### config.mk
export PLATFORM = sky130hd
export DESIGN_NAME = burst_queue_dispatcher
export DESIGN_NICKNAME = d
export VERILOG_FILES = /design/src/sv/bqd_pkg.sv /design/src/sv/bqd_cell.sv /design/src/sv/burst_queue_dispatcher.sv
export SDC_FILE = /design/constraint.sdc
export NUM_CORES = 2
export LEC_CHECK = 0
export BUFFER_PORTS_ARGS = -buffer_cell sky130_fd_sc_hd__buf_2
export CAP_MARGIN = 10
export CORE_ASPECT_RATIO = 1.1
export CORE_MARGIN = 5
export CORE_UTILIZATION = 65
export CTS_CLUSTER_SIZE = 28
export DETAILED_ROUTE_END_ITERATION = 6
export HOLD_SLACK_MARGIN = 0.08
export PLACE_DENSITY_LB_ADDON = 0.3
export SYNTH_ARGS = -nofsm -noshare
export SYNTH_HDL_FRONTEND = slang
export SYNTH_SLANG_ARGS = --single-unit
### constraint.sdc
create_clock -name clk -period 31.6 [get_ports clk]
set_clock_uncertainty 0.05 [all_clocks]
set_input_delay 6.32 -clock clk [delete_from_list [all_inputs] [get_ports clk]]
set_output_delay 6.32 -clock clk [all_outputs]
set_load 0.03 [all_outputs]
### src/sv/bqd_pkg.sv
`timescale 1ns / 1ps
// ----------------------------------------------------------------------------
// bqd_pkg: shared types and codes of the burst queue dispatcher
// Holds the scan record handed along the queue cells, the write command
// broadcast to the cells, and the mode, outcome and register codes.
// ----------------------------------------------------------------------------
package bqd_pkg;

  localparam int QIDX_W = 3;           // queue index width (up to eight queues)
  localparam int CNT_W  = QIDX_W + 1;  // queue count width
  localparam int TIME_W = 32;

  // Configuration register indexes.
  localparam logic CFG_MODE   = 1'b0;
  localparam logic CFG_ACTIVE = 1'b1;

  typedef enum logic [1:0] {
    MODE_DYNAMIC = 2'd0,
    MODE_NO_PREEMPT = 2'd1,
    MODE_ROUND_ROBIN = 2'd2,
    MODE_STATIC = 2'd3
  } mode_t;

  typedef enum logic [2:0] {
    OUT_NO_RULE = 3'd0,
    OUT_BUSY_MATCH = 3'd1,
    OUT_IDLE_REUSE = 3'd2,
    OUT_FRESH = 3'd3,
    OUT_PREEMPT = 3'd4,
    OUT_DROPPED = 3'd5
  } outcome_t;

  // Running result of one scan, passed from cell to cell.
  typedef struct packed {
    logic              vld;
    logic              busy_f;
    logic [QIDX_W-1:0] busy_i;
    logic              idle_f;
    logic [QIDX_W-1:0] idle_i;
    logic              free_f;
    logic [QIDX_W-1:0] free_i;
    logic              best_f;
    logic [QIDX_W-1:0] best_i;
    logic [TIME_W-1:0] best_t;
    logic              tgt_same;
    logic              tgt_idle;
  } rec_t;

  // Update of one queue entry after a decision.
  typedef struct packed {
    logic              en;
    logic [QIDX_W-1:0] sel;
    logic              set_label;
    logic [TIME_W-1:0] stamp;
  } wr_t;

endpackage

### src/sv/bqd_cell.sv
`timescale 1ns / 1ps
// ----------------------------------------------------------------------------
// bqd_cell: one queue entry of the dispatcher
// Keeps the label and last-access time of one queue, folds them into the
// scan record that passes through, and registers the record for the next cell.
// ----------------------------------------------------------------------------
module bqd_cell
  import bqd_pkg::*;
#(
  parameter int IDX        = 0,
  parameter int LABEL_BITS = 10
) (
  input  logic                  clk,
  input  logic                  rst_n,
  input  logic [CNT_W-1:0]      n_q,
  input  logic [LABEL_BITS-1:0] qlabel,
  input  logic                  idle_bit,
  input  logic [QIDX_W-1:0]     tgt,
  input  rec_t                  rec_in,
  output rec_t                  rec_out,
  input  wr_t                   wr,
  input  logic [LABEL_BITS-1:0] wr_label
);

  localparam logic [QIDX_W-1:0] MY_IDX = QIDX_W'(IDX);

  logic [LABEL_BITS-1:0] label_r;
  logic [TIME_W-1:0]     time_r;
  rec_t                  rec_r;
  rec_t                  rec_nxt;
  logic                  active;
  logic                  same;

  assign active = {1'b0, MY_IDX} < n_q;
  assign same   = label_r == qlabel;

  always_comb begin
    rec_nxt = rec_in;
    if (active) begin
      if (!idle_bit && same && !rec_in.busy_f) begin
        rec_nxt.busy_f = 1'b1;
        rec_nxt.busy_i = MY_IDX;
      end
      if (idle_bit && same && !rec_in.idle_f) begin
        rec_nxt.idle_f = 1'b1;
        rec_nxt.idle_i = MY_IDX;
      end
      if (idle_bit && !rec_in.free_f) begin
        rec_nxt.free_f = 1'b1;
        rec_nxt.free_i = MY_IDX;
      end
      // Strictly older wins, so ties stay with the lower index.
      if (!rec_in.best_f || (time_r < rec_in.best_t)) begin
        rec_nxt.best_f = 1'b1;
        rec_nxt.best_i = MY_IDX;
        rec_nxt.best_t = time_r;
      end
    end
    if (tgt == MY_IDX) begin
      rec_nxt.tgt_same = same;
      rec_nxt.tgt_idle = idle_bit;
    end
  end

  always_ff @(posedge clk) begin
    if (!rst_n) begin
      rec_r.vld <= 1'b0;
    end else begin
      rec_r <= rec_nxt;
    end
  end

  always_ff @(posedge clk) begin
    if (!rst_n) begin
      label_r <= '0;
      time_r  <= '0;
    end else if (wr.en && (wr.sel == MY_IDX)) begin
      if (wr.set_label) begin
        label_r <= wr_label;
      end
      time_r <= wr.stamp;
    end
  end

  assign rec_out = rec_r;

endmodule

### src/sv/burst_queue_dispatcher.sv
`timescale 1ns / 1ps
// ----------------------------------------------------------------------------
// burst_queue_dispatcher: burst-assembly queue selection per packet
// Picks a queue for each packet word from its label, the idle mask and the
// time, over a row of queue cells that each hold one queue's label and age.
// ----------------------------------------------------------------------------
// The dispatcher handles one packet word at a time and returns exactly one
// result word for it. From acceptance to the result register, a packet passes
// through a bit-serial remainder unit that forms the static queue
// (label - 1) mod n, a launch step that starts the scan, the scan record
// walking the row of queue cells one cell per cycle, and a decide step that
// updates the chosen cell. The next word is accepted once the block is back
// in its idle state, in the cycle after the result is registered, so the
// block takes no new word while one is in flight; a finished result may still
// be waiting in the output register at that time, and a result that cannot
// leave the output register holds the block in its decide step until the
// receiver takes the previous one. The user must write configuration only
// while no packet is in flight; the block itself does not enforce this.
// Queue labels, access times and the round-robin pointer all reset to zero.
module burst_queue_dispatcher
  import bqd_pkg::*;
#(
  parameter int NUM_QUEUES = 8,
  parameter int LABEL_BITS = 10
) (
  input  logic        clk,
  input  logic        rst_n,
  // Packet words in.
  input  logic        in_tvalid,
  output logic        in_tready,
  input  logic [55:0] in_tdata,   // target_label[9:0], idle_mask[17:10],
                                  // now_time[49:18], zero fill above
  input  logic        in_tuser,   // rule_matched
  // Decision words out.
  output logic        out_tvalid,
  input  logic        out_tready,
  output logic [15:0] out_tdata,  // dispatched[0], queue_index[3:1],
                                  // flush_request[4], label_assigned[5],
                                  // outcome[8:6], zero fill above
  // Configuration writes.
  input  logic        cfg_we,
  input  logic [0:0]  cfg_index,
  input  logic [3:0]  cfg_data
);

  localparam int BIT_W = (LABEL_BITS > 1) ? $clog2(LABEL_BITS) : 1;
  localparam logic [CNT_W-1:0] NQ = CNT_W'(NUM_QUEUES);

  typedef enum logic [2:0] {
    S_IDLE,
    S_MOD,
    S_LAUNCH,
    S_SCAN,
    S_DONE
  } state_t;

  state_t                state_r;
  logic [1:0]            mode_r;
  logic [CNT_W-1:0]      active_r;
  logic [QIDX_W-1:0]     rr_r;
  logic                  matched_r;
  logic [LABEL_BITS-1:0] label_r;
  logic [LABEL_BITS-1:0] dvd_r;
  logic [7:0]            idle_r;
  logic [TIME_W-1:0]     now_r;
  logic [BIT_W-1:0]      bit_r;
  logic [QIDX_W-1:0]     rem_r;
  logic [QIDX_W-1:0]     tgt_r;
  rec_t                  res_r;
  logic                  out_tvalid_r;
  logic [15:0]           out_tdata_r;

  logic [CNT_W-1:0]      n_q;
  logic [LABEL_BITS+9:0] label_ext;
  logic [LABEL_BITS-1:0] label_in;
  logic [CNT_W-1:0]      rem_try;
  logic [QIDX_W-1:0]     rem_nxt;
  logic [QIDX_W-1:0]     rr_mod;
  rec_t                  rec_w [NUM_QUEUES+1];
  wr_t                   wr;
  logic                  fire;

  // Decision outputs.
  logic                  go;
  logic [QIDX_W-1:0]     sel;
  logic                  flush;
  logic                  assign_lbl;
  outcome_t              outcome;
  logic [QIDX_W-1:0]     rr_nxt;
  logic                  rr_upd;

  // Queue count clamped to 1..NUM_QUEUES.
  always_comb begin
    if (active_r == '0) begin
      n_q = CNT_W'(1);
    end else if (active_r > NQ) begin
      n_q = NQ;
    end else begin
      n_q = active_r;
    end
  end

  assign label_ext = {{LABEL_BITS{1'b0}}, in_tdata[9:0]};
  assign label_in  = label_ext[LABEL_BITS-1:0];

  // One restoring step of the remainder: shift in the next dividend bit.
  assign rem_try = {rem_r, dvd_r[bit_r]};
  assign rem_nxt = (rem_try >= n_q) ? QIDX_W'(rem_try - n_q) : QIDX_W'(rem_try);

  // The round-robin pointer is below eight, so a few subtractions bring it
  // into the active range after the queue count shrinks.
  function automatic logic [QIDX_W-1:0] wrap_idx(input logic [QIDX_W-1:0] v,
                                                 input logic [CNT_W-1:0] n);
    logic [CNT_W-1:0] r;
    r = {1'b0, v};
    for (int k = 0; k < (1 << QIDX_W) - 1; k++) begin
      if (r >= n) begin
        r = r - n;
      end
    end
    return r[QIDX_W-1:0];
  endfunction

  assign rr_mod = wrap_idx(rr_r, n_q);

  // The scan record enters the first cell fresh.
  always_comb begin
    rec_w[0]     = '0;
    rec_w[0].vld = state_r == S_LAUNCH;
  end

  for (genvar g = 0; g < NUM_QUEUES; g++) begin : g_cell
    bqd_cell #(
      .IDX        (g),
      .LABEL_BITS (LABEL_BITS)
    ) u_cell (
      .clk      (clk),
      .rst_n    (rst_n),
      .n_q      (n_q),
      .qlabel   (label_r),
      .idle_bit (idle_r[g]),
      .tgt      (tgt_r),
      .rec_in   (rec_w[g]),
      .rec_out  (rec_w[g+1]),
      .wr       (wr),
      .wr_label (label_r)
    );
  end

  // Final decision from the completed scan record.
  always_comb begin
    go         = 1'b0;
    sel        = '0;
    flush      = 1'b0;
    assign_lbl = 1'b0;
    outcome    = OUT_NO_RULE;
    rr_upd     = 1'b0;
    rr_nxt     = ({1'b0, tgt_r} + CNT_W'(1) >= n_q) ? '0 : tgt_r + QIDX_W'(1);
    if (matched_r) begin
      unique case (mode_t'(mode_r))
        MODE_DYNAMIC, MODE_NO_PREEMPT: begin
          priority if (res_r.busy_f) begin
            go = 1'b1; sel = res_r.busy_i; outcome = OUT_BUSY_MATCH;
          end else if (res_r.idle_f) begin
            go = 1'b1; sel = res_r.idle_i; outcome = OUT_IDLE_REUSE;
          end else if (res_r.free_f) begin
            go = 1'b1; sel = res_r.free_i; outcome = OUT_FRESH; assign_lbl = 1'b1;
          end else if (mode_t'(mode_r) == MODE_DYNAMIC) begin
            go = 1'b1; sel = res_r.best_i; outcome = OUT_PREEMPT;
            flush = 1'b1; assign_lbl = 1'b1;
          end else begin
            outcome = OUT_DROPPED;
          end
        end
        MODE_ROUND_ROBIN: begin
          go     = 1'b1;
          sel    = tgt_r;
          rr_upd = 1'b1;
          if (res_r.tgt_same) begin
            outcome = res_r.tgt_idle ? OUT_IDLE_REUSE : OUT_BUSY_MATCH;
          end else begin
            outcome    = OUT_FRESH;
            assign_lbl = 1'b1;
            flush      = !res_r.tgt_idle;
          end
        end
        MODE_STATIC: begin
          priority if (res_r.tgt_same) begin
            go = 1'b1; sel = tgt_r;
            outcome = res_r.tgt_idle ? OUT_IDLE_REUSE : OUT_BUSY_MATCH;
          end else if (res_r.tgt_idle) begin
            go = 1'b1; sel = tgt_r; outcome = OUT_FRESH; assign_lbl = 1'b1;
          end else begin
            outcome = OUT_DROPPED;
          end
        end
        default: begin
          outcome = OUT_NO_RULE;
        end
      endcase
    end
  end

  // The result is only committed once the output register can take it.
  assign fire = (state_r == S_DONE) && (!out_tvalid_r || out_tready);

  always_comb begin
    wr.en        = fire && go;
    wr.sel       = sel;
    wr.set_label = assign_lbl;
    wr.stamp     = now_r;
  end

  // Configuration registers.
  always_ff @(posedge clk) begin
    if (!rst_n) begin
      mode_r   <= MODE_DYNAMIC;
      active_r <= NQ;
    end else if (cfg_we) begin
      unique case (cfg_index)
        CFG_MODE:   mode_r   <= cfg_data[1:0];
        CFG_ACTIVE: active_r <= cfg_data;
        default:    mode_r   <= mode_r;
      endcase
    end
  end

  // Sequencer with its registered outputs.
  always_ff @(posedge clk) begin
    if (!rst_n) begin
      state_r      <= S_IDLE;
      rr_r         <= '0;
      out_tvalid_r <= 1'b0;
    end else begin
      // A new result replaces the one being taken in the same cycle.
      if (fire) begin
        out_tvalid_r <= 1'b1;
      end else if (out_tvalid_r && out_tready) begin
        out_tvalid_r <= 1'b0;
      end
      unique case (state_r)
        S_IDLE: begin
          if (in_tvalid) begin
            matched_r <= in_tuser;
            label_r   <= label_in;
            dvd_r     <= label_in - LABEL_BITS'(1);
            idle_r    <= in_tdata[17:10];
            now_r     <= in_tdata[49:18];
            bit_r     <= BIT_W'(LABEL_BITS - 1);
            rem_r     <= '0;
            state_r   <= S_MOD;
          end
        end
        S_MOD: begin
          rem_r <= rem_nxt;
          bit_r <= bit_r - BIT_W'(1);
          if (bit_r == '0) begin
            state_r <= S_LAUNCH;
            tgt_r   <= (mode_t'(mode_r) == MODE_ROUND_ROBIN) ? rr_mod : rem_nxt;
          end
        end
        S_LAUNCH: begin
          state_r <= S_SCAN;
        end
        S_SCAN: begin
          if (rec_w[NUM_QUEUES].vld) begin
            res_r   <= rec_w[NUM_QUEUES];
            state_r <= S_DONE;
          end
        end
        S_DONE: begin
          if (fire) begin
            out_tdata_r <= {7'd0, outcome, assign_lbl, flush, sel, go};
            if (rr_upd) begin
              rr_r <= rr_nxt;
            end
            state_r <= S_IDLE;
          end
        end
        default: begin
          state_r <= S_IDLE;
        end
      endcase
    end
  end

  assign in_tready  = state_r == S_IDLE;
  assign out_tvalid = out_tvalid_r;
  assign out_tdata  = out_tdata_r;

endmodule
* After elaboration in Yosys (flattened, before gate mapping)
Cells that the tools add are included.
** Cells by class
- Add/subtract/negate cells :: 12
- Magnitude comparators :: 26
- Equal/unequal tests :: 33
- Multiplexer cells :: 109
- Bitwise gates (word level) :: 1
- Reductions and logical operators :: 120
** Operators by type and width (count)
- $mux 48 :: 7
- $mux 36 :: 8
- $lt 32x32->1 :: 7
- $mux 4 :: 33
- $eq 10x10->1 :: 8
- $mux 3 :: 21
- $logic_and 1x1->1 :: 48
- $logic_not 1->1 :: 38
- $ge 4x4->1 :: 8
- $eq 3x3->1 const B :: 9
- $mux 1 :: 22
- $reduce_and 2->1 :: 10
- $sub 4x4->4 :: 5
- $eq 3x2->1 const B :: 6
- $mux 2 :: 9
- $pmux 3 s3 :: 2
- $reduce_and 3->1 :: 6
- $lt 3x4->1 const A :: 4
- $pmux 3 s5 :: 1
- $sub 10x1->10 const B :: 1
- $eq 3x1->1 const B :: 3
- $logic_not 3->1 :: 3
- $logic_not 4->1 :: 2
- $logic_or 1x1->1 :: 8
- 24 further kinds :: 32
** Word-level totals
- Register bits after elaboration :: 821
- Input port bits :: 67
- Output and inout bits :: 18
- Word-level logic and storage cells :: 435

* Longest topological paths before layout
- Word-level depth :: 18
- Depth in mapped cells :: 51
- Gate-level depth less buffers :: 49

* Modules after synthesis
A second synthesis with hierarchy kept.
** Second synthesis, totals
- Cells, all modules :: 4027
- Area, all modules :: 43200.2 µm²
** Modules (own cells, without submodules)
- burst_queue_dispatcher :: instances 1, cells each 496, area an instance 5928.2 µm², seq. area each 3173.0 µm²
- bqd_cell at g_cell[7].u_cell :: instances 1, cells each 587, area an instance 5363.9 µm², seq. area each 2362.3 µm²
- bqd_cell at g_cell[3].u_cell :: instances 1, cells each 420, area an instance 4683.2 µm², seq. area each 2362.3 µm²
- bqd_cell at g_cell[2].u_cell :: instances 1, cells each 421, area an instance 4546.9 µm², seq. area each 2362.3 µm²
- bqd_cell at g_cell[1].u_cell :: instances 1, cells each 422, area an instance 4541.9 µm², seq. area each 2362.3 µm²
- bqd_cell at g_cell[4].u_cell :: instances 1, cells each 422, area an instance 4538.1 µm², seq. area each 2362.3 µm²
- bqd_cell at g_cell[0].u_cell :: instances 1, cells each 421, area an instance 4535.6 µm², seq. area each 2362.3 µm²
- bqd_cell at g_cell[5].u_cell :: instances 1, cells each 419, area an instance 4531.8 µm², seq. area each 2362.3 µm²
- bqd_cell at g_cell[6].u_cell :: instances 1, cells each 419, area an instance 4530.6 µm², seq. area each 2362.3 µm²

* Least setup slack after synthesis
OpenSTA, ideal clock, no wires.
- Path type :: input -> register
- From :: input port rst_n
- To :: register bit_r[0], enable pin
- Setup time :: 0.331 ns
- Arrival time :: 13.417 ns
- Data required time :: 31.219 ns
- Setup slack :: 17.802 ns
- Stages :: 3
- Buffers on the path :: 0
- Path through :: nand2b_1 -> nor4b_1 -> nand2b_1
** On the way
- Cells in the longest elaborated chain, start to end :: 1
** Ends and longest elaborated chain
- start, declared :: line burst_queue_dispatcher.sv:27 : input logic rst_n,
- $reduce_and 3->1 (no source line)
- end signal, assigned :: line burst_queue_dispatcher.sv:249 : bit_r <= BIT_W'(LABEL_BITS - 1);
- end signal, assigned :: line burst_queue_dispatcher.sv:256 : bit_r <= bit_r - BIT_W'(1);
- end, declared :: line burst_queue_dispatcher.sv:66 : logic [BIT_W-1:0] bit_r;
Every way passes these cells.
A chain may end at the register's enable or synchronous reset.

* Worst setup path in the final report
- From :: register active_r[3]
- To :: register tgt_r[1] (data pin)
** On the way
- Cells in the longest elaborated chain, start to end :: 18
- Elaborated cells between the ends (all ways) :: 29
- Classes of those cells :: add/sub (8); order compare (9); mux (11); reduce/logical (1)
** Ends and longest elaborated chain
- start, declared :: line burst_queue_dispatcher.sv:59 : logic [CNT_W-1:0] active_r;
- start signal, assigned :: line burst_queue_dispatcher.sv:222 : CFG_ACTIVE: active_r <= cfg_data;
- $gt 4x4->1 :: line burst_queue_dispatcher.sv:96 : end else if (active_r > NQ) begin
- $mux 4 :: line burst_queue_dispatcher.sv:96
- $mux 4 (*) :: line burst_queue_dispatcher.sv:94 : if (active_r == '0) begin
- $sub 3x4->4 / $ge 3x4->1 (equally long branches) :: line burst_queue_dispatcher.sv:118, burst_queue_dispatcher.sv:117
- $mux 4 :: line burst_queue_dispatcher.sv:117 : if (r >= n) begin
- $sub 4x4->4 / $ge 4x4->1 (equally long branches) :: line burst_queue_dispatcher.sv:118, burst_queue_dispatcher.sv:117
- $mux 4 :: line burst_queue_dispatcher.sv:117
- $sub 4x4->4 / $ge 4x4->1 (equally long branches) :: line burst_queue_dispatcher.sv:118, burst_queue_dispatcher.sv:117
- [2 not listed]
- $mux 4 :: line burst_queue_dispatcher.sv:117
- $sub 4x4->4 / $ge 4x4->1 (equally long branches) :: line burst_queue_dispatcher.sv:118, burst_queue_dispatcher.sv:117
- $mux 4 :: line burst_queue_dispatcher.sv:117
- $sub 4x4->4 / $ge 4x4->1 (equally long branches) :: line burst_queue_dispatcher.sv:118, burst_queue_dispatcher.sv:117
- $mux 4 :: line burst_queue_dispatcher.sv:117
- $ge 4x4->1 / $sub 3x3->3 (equally long branches) :: line burst_queue_dispatcher.sv:117, burst_queue_dispatcher.sv:118
- $mux 3 :: line burst_queue_dispatcher.sv:117
- $mux 3 (*) :: line burst_queue_dispatcher.sv:259 : tgt_r <= (mode_t'(mode_r) == MODE_ROUND_ROBIN) ? rr_mod : rem_nxt;
- end signal, assigned :: line burst_queue_dispatcher.sv:259
- end, declared :: line burst_queue_dispatcher.sv:68 : logic [QIDX_W-1:0] tgt_r;
Mark *: on every way between the ends. The rest lies on a longest branch, timed or not.

==> run metrics <==
run status=completed; clk sinks=793; path category of the worst min-delay check=flop to flop; Lkg Pwr=~17 nW; Syn Std Cell Area=38700 um^2; Post-CTS Resized=0; register area share after synthesis=52.3%; final worst path period need=12.49 ns; Die W=243 um; most frequent cells in the layout=nand2_1 (578), edfxtp_1 (436), dfxtp_1 (357); Port Buffers=71; DRC Markers=0; CTS tree=built; maximum root-to-sink buffer count=3; first-pass GRT wire length=130000 um; Worst VDD drop=about 0.047 mV; CP Max Fanout=14; Detail Route Antenna Nets=0; crit path kind=flop to flop; max-cap viol count=0; Die Height=between 200 and 300 um; total number of vias=26000; synthesized area per cell=10.5 um^2; largest net degree at the start of global routing=195; Initial Util=65.9%; startpoint types=flop; RSZ-0062 raised after global routing=no; Overflow after GRT=0; GPL Wtd Cong=0.860; Skew-Pair Late Insertion Delay=0.62 ns; Ys Warns=0; asr flop ratio synth=0%; Site Rows=93; Worst-path clk slew=0.07 ns; Slew headroom=a little under a quarter; final net count=3974; Pre-antenna DRT Iters=7; htree depth=3; most common cell after layout, fill and taps aside=nand2_1; arrival time at the worst endpoint=12.82 ns; Root Buffer=clkbuf_16; Hold WS=roughly 0.37 ns; area of the core=58800 um^2; Worst path max stage delay=0.75 ns; Pwr per Cell Area=53.6 nW/um^2; critical path capture point type=flop; initial antenna violation count=0; Crit-path slowest cell=nor2_1; Final Cycle Share=about two fifths; final setup vio count=0; Post-synth top flop=edfxtp_1; Slew @ Worst Pin=1.15 ns; Most common cell on crit path=ha_1; post-route core utilization=71.4%; max-slew violation count=0; Post-synth EDFFs=436; die area=64600 um^2; Cell variety after synth=76; FF+latch count, synth=793; Critical Path RT=31.93 ns; # diodes=0; area grow syn2layout=8.36%; # Post-CTS Setup Buffers=0; vias in the first global route=25300; CTS Hold Bufs=0; post-synthesis cell count=between 3000 and 4000; TritonCTS buffer count=just under 80; share of cells above drive strength 1=12.4%; Filler Cell Count=4021; Fmax achieved=between 80 and 90 MHz; via/cell ratio=around 5.8; per-cell routed wire length=approximately 18 um; final-report hold violation count=0; TNS Setup=0 ns; DRT iter0 DRCs=about 2200; GRT Overall Usage=24.3%; IO Pins=85; routed wire length=79600 um; HPWL after DPL=52700 um
sequential cells by signal, summed over array words and instances (netlist names):
name,cells
out_tdata,9
g_cell.u_cell.rec_out,347
tgt_r,3
out_tvalid,1
matched_r,1
rem_r,3
g_cell.u_cell.label_r,80
idle_r,8
mode_r,2
g_cell.u_cell.time_r,256
now_r,32
state_r,3
active_r,4
label_r,10
dvd_r,10
res_r,17
bit_r,4
rr_r,3
synth_stat cells, types with 5 or more instances:
cell type / n / share of area (%)
a2111oi_0: 5 / 0.11
a211o_1: 5 / 0.11
a211oi_1: 18 / 0.35
a21boi_0: 5 / 0.097
a21o_1: 32 / 0.62
a21oi_1: 314 / 4.1
a22oi_1: 6 / 0.12
a31oi_1: 10 / 0.16
a41oi_1: 32 / 0.72
and2_1: 9 / 0.15
buf_1: 5 / 0.048
buf_2: 75 / 0.97
buf_4: 12 / 0.23
clkbuf_1: 145 / 1.4
dfxtp_1: 357 / 18
edfxtp_1: 436 / 34
fa_1: 8 / 0.41
ha_1: 260 / 8.4
inv_1: 262 / 2.5
mux2_2: 175 / 5.1
mux2i_1: 142 / 3.7
nand2_1: 578 / 5.6
nand2b_1: 78 / 1.3
nand3_1: 26 / 0.34
nand3b_1: 5 / 0.097
nand4_1: 35 / 0.57
nor2_1: 179 / 1.7
nor2_8: 7 / 0.36
nor2b_1: 39 / 0.63
nor3_1: 34 / 0.44
nor3b_1: 7 / 0.14
nor4_1: 26 / 0.42
o211ai_1: 39 / 0.76
o21a_1: 12 / 0.23
o21ai_0: 77 / 0.99
o21bai_1: 12 / 0.23
o31ai_1: 11 / 0.21
or2_2: 31 / 0.50
xnor2_1: 29 / 0.66
xor2_1: 72 / 1.6
cell type report:
class	instances	area, um^2	share of cell area (%)
multi-input cells	2396	16600	39.6
well taps	760	951	2.27
repair buffers	108	668	1.59
clock inverters	21	206	0.492
inverters	263	995	2.37
flip-flops and latches	793	20200	48.2
clock buffers	121	2270	5.41
where the power goes:
group	switching (mW)	total (mW)	leakage, nW	internal [mW]
combinational	0.128	0.216	8.30	0.0883
sequential	0.0204	1.13	7.16	1.11
clock	0.379	0.900	1.21	0.521
cells by family (layout without fill, tap and decap cells):
family / Yosys count / after routing / share of synthesized area, %
xor gates and xnor gates: 101 / 101 / 2.28
DFF: 793 / 793 / 52.3
muxes: 319 / 319 / 8.87
and+or+nand+nor: 1081 / 1081 / 12.8
AOI/OAI and AO/OA: 619 / 619 / 9.78
other: 2 / 8 / 0.0194
buffers and inverters: 500 / 513 / 5.20
adders and majority gates: 268 / 268 / 8.81
worst max-delay path, delay by kind of cell (launching register included):
kind                     cells  cell delay, ns
buffers and inverters        3            0.26
AO/OA/AOI/OAI               18            5.24
multiplexers                 4            1.40
AND/OR/NAND/NOR              5            1.34
flip-flops                   1            0.52
adder cells (fa/ha/maj)     10            3.44
stage by stage:
stage / instance area, um^2 / total power, mW / worst slack, ns / std cells
2_1_floorplan: 38800 / 1.31 / 17.80 / 3689
3_3_place_gp: 39500 / 1.36 / 19.55 / 4320
3_5_place_dp: 39500 / 1.37 / 19.27 / 4320
4_1_cts: 42000 / 2.26 / 19.16 / 4462
5_1_grt: 42000 / 2.34 / 18.07 / 4462
6_report: 42000 / 2.25 / 19.11 / 4462
metal layers:
metal | wire [um] | global-route usage, % | vias to the layer above
li1 | - | - | 12700
met4 | 1700 | 6.79 | 0
met2 | 37800 | 40.8 | 673
met3 | 4510 | 3.43 | 130
met1 | 35700 | 33.6 | 12500
met5 | 0 | 0 | -
path summary, 6_finish.rpt:
| check | endpoint | depth (start not counted) | startpoint | slack (ns) |
|---|---|---|---|---|
| min | res_r[41] | 0 | g_cell[7].u_cell.rec_out[41] | 0.37 |
| max | tgt_r[1] | 40 | active_r[3] | 19.11 |
| max reg2reg | tgt_r[1] | 40 | active_r[3] | 19.11 |
| min reg2reg | res_r[41] | 0 | g_cell[7].u_cell.rec_out[41] | 0.37 |
Note: power is estimated with default switching activity, not from simulation.
